## src/arw_ram.sv

```systemverilog
// Generic simple dual-port RAM with one write port and a registered read port.
module arw_ram #(
  parameter int WIDTH = 32,
  parameter int DEPTH = 4
) (
  input  logic                                    clk_i,
  input  logic                                    we_i,
  input  logic [(DEPTH > 1 ? $clog2(DEPTH) : 1)-1:0] waddr_i,
  input  logic [WIDTH-1:0]                        wdata_i,
  input  logic                                    re_i,
  input  logic [(DEPTH > 1 ? $clog2(DEPTH) : 1)-1:0] raddr_i,
  output logic [WIDTH-1:0]                        rdata_o
);

  logic [WIDTH-1:0] mem_q [DEPTH];
  logic [WIDTH-1:0] rdata_q;

  always_ff @(posedge clk_i) begin
    if (we_i) begin
      mem_q[waddr_i] <= wdata_i;
    end
    if (re_i) begin
      rdata_q <= mem_q[raddr_i];
    end
  end

  assign rdata_o = rdata_q;

endmodule

```

## config.mk

```make
export PLATFORM = sky130hd
export DESIGN_NAME = arw_ram
export DESIGN_NICKNAME = d
export VERILOG_FILES = /design/src/arw_ram.sv
export SDC_FILE = /design/constraint.sdc
export NUM_CORES = 1
export LEC_CHECK = 0
export BUFFER_PORTS_ARGS = -buffer_cell sky130_fd_sc_hd__buf_2
export CORE_UTILIZATION = 57
export CTS_CLUSTER_DIAMETER = 150
export DETAILED_ROUTE_END_ITERATION = 12
export PLACE_DENSITY_LB_ADDON = 0.1
export SYNTH_ARGS = -nofsm -noshare
export SYNTH_HDL_FRONTEND = slang
export SYNTH_SLANG_ARGS = --single-unit
```

## constraint.sdc

```tcl
create_clock -name clk_i -period 4.5 [get_ports clk_i]
set_input_delay 0.9 -clock clk_i [delete_from_list [all_inputs] [get_ports clk_i]]
set_output_delay 0.9 -clock clk_i [all_outputs]
set_load 0.1 [all_outputs]
```

==> impl_metrics.ini <==
[sta]
worst_slew_pin_slew_ns = 0.858
maxClockFrequency_mhz = 444
fin_worst_skew_ns = 0.00495
setup-violations-final = 0
rsz0062_at_grt = false
whs_ns = 0.603
period_share_pct = 50.1
slew_headroom_pct = 42.8
slew_viol_final = 0
tns_ns = 0
final-hold-violation-count = 0
period_minus_slack_ns = 2.25

[synthesis]
synth_cell_types = 9
synthCells = 203
ys_seq_elements = 160
yosys-top-cells-area = edfxtp_1 (85%), mux4_2 (12%), buf_12 (1.1%)
synth_area_um2 = 5650
yosysTopAreaCellShare_pct = 85.0
yosysSeqAreaShare_pct = 85.0
avgSynthCellArea_um2 = 27.8
yosysTopAreaCell = edfxtp_1
syn_nets = 242
ys.warnings.count = 0

[floorplan]
die_w_um = 102
die-area_um2 = 10300
start_util_pct = 60.0
die_h_um = 102
num_rows = 35
ios = 71
core-area_um2 = 9420

[power]
p_leak_uw = 0.00229
clock_power_share_pct = 40.2
power_density_nw_per_um2 = 514
combPwrFrac_pct = 8.8
seqPwrFrac_pct = 51.1
vdd_drop_max_v = 0.000305
p_int_uw = 2640
switchingPower_uw = 788
swShare_pct = 23.0

[route]
antenna_left = 0
vias = 2362
viasPerCell = 5.52
wire_per_inst_um = 19.5
drtIter0Drc = 115
wl_mm = 8.35
drc = 0
first_pass_iters = 4

[setup_path]
path_cells = buf_2, buf_4, mux4_1
start_kind = input pin
critPathTopFamily = buffers and inverters
crit_type = in -> reg
cpMaxStageDelayCell = buf_2
end_kind = flip-flop
max_stage_delay_ns = 0.63
cp.required_ns = 4.74
arrival_ns = 2.49
crit_fanout = 23
worst-path-buf-inv = 2

[place]
post-place-cells = 397
gp_congestion = 0.655
portBuffers = 70
place_hpwl_mm = 4.45

[finish]
drive_gt1_share_pct = 45.2
num_antenna_cells = 0
num-fill-cells = 568
instances_no_fill = 428
finalNetCount = 326
final_cell_mix = edfxtp_1 (160), buf_2 (70), mux4_2 (30)
final_util_pct = 71.0
syn_to_final_growth_pct = 18.2
final_common_cell = edfxtp_1

[clock_tree]
cts.path.max_buffers = 2
cts_resized = 0
cts_tree = done
cts.clk_slew.worst_paths_ns = 0.06
numClockSinks = 160
cts_buffers = 17
post-cts-setup-buffers = 0
clkLatencyLatePin_ns = 0.51
h-tree-depth = 4
cts_root_buf = clkbuf_8
hold_buffers = 0

[global_route]
grt_pass1_wl_mm = 13.0
grt_pass1_vias = 2472
grt-ovfl-total = 0
antenna_found_initial = 0
grt.total_usage_pct = 18.4
grt_max_degree = 33

[min_path]
min_path_type = in -> reg

[job]
maxCapViolations = 0

[status]
status = finished clean
synth_stat cells (all sizes together):
master / n
and3: 1
and3b: 2
mux4: 32
edfxtp: 160
nor3b: 1
buf: 7
registers in the layout, summed over array words and instances (netlist names):
signal	flops
mem_q	128
rdata_o	32
area by class of cell:
class                           count  area [µm²]  area share (%)
Clock buffer                       17         414            6.20
Clock inverter                     14         166            2.49
Multi-Input combinational cell     36         768            11.5
Sequential cell                   160        4800            71.9
Tap cell                          129         161            2.42
Timing Repair Buffer               72         365            5.47
per-layer routing:
| layer | global-route usage, % | vias up | part of all wire (%) |
|---|---|---|---|
| met4 | 9.03 | 0 | 1.9 |
| met3 | 5.73 | 13 | 4.8 |
| met2 | 29.2 | 72 | 52 |
| met1 | 23.5 | 1221 | 41 |
| met5 | 0 | - | 0 |
| li1 | - | 1056 | - |
per-stage QoR:
step | setup WS [ns] | total power, µW | instance area, µm²
after detailed placement | 1.66 | 2090 | 6100
after global routing | 2.10 | 3540 | 6680
after global placement | 1.69 | 2080 | 6100
final | 2.25 | 3430 | 6680
after CTS | 2.19 | 3470 | 6680
after floorplan | 0.729 | 2020 | 5650
power by group through the flow:
stage	registers [µW]	clock network, µW	logic (µW)
floorplan	1940	0	76.6
finish	1750	1380	301
detailed placement	1780	0	304
global placement	1780	0	299
CTS	1750	1410	305
global route	1760	1460	315
worst paths after layout:
kind	end	start	cells after the start	slack (ns)
setup / recovery	rdata_o[31]$_DFFE_PP_	raddr_i[0]	3	2.25
setup reg to reg	rdata_o[9]$_DFFE_PP_	mem_q[3][9]$_DFFE_PP_	1	3.35
hold reg to reg	rdata_o[0]$_DFFE_PP_	mem_q[3][0]$_DFFE_PP_	1	0.62
hold / removal	mem_q[0][26]$_DFFE_PP_	wdata_i[26]	1	0.60
kinds of logic after synthesis:
kind of cell	synth area share, %
DFF	85.0
muxes	12.9
buffers and inverters	1.53
and+or+nand+nor	0.554
No activity file was read; power rests on OpenSTA's default activity.
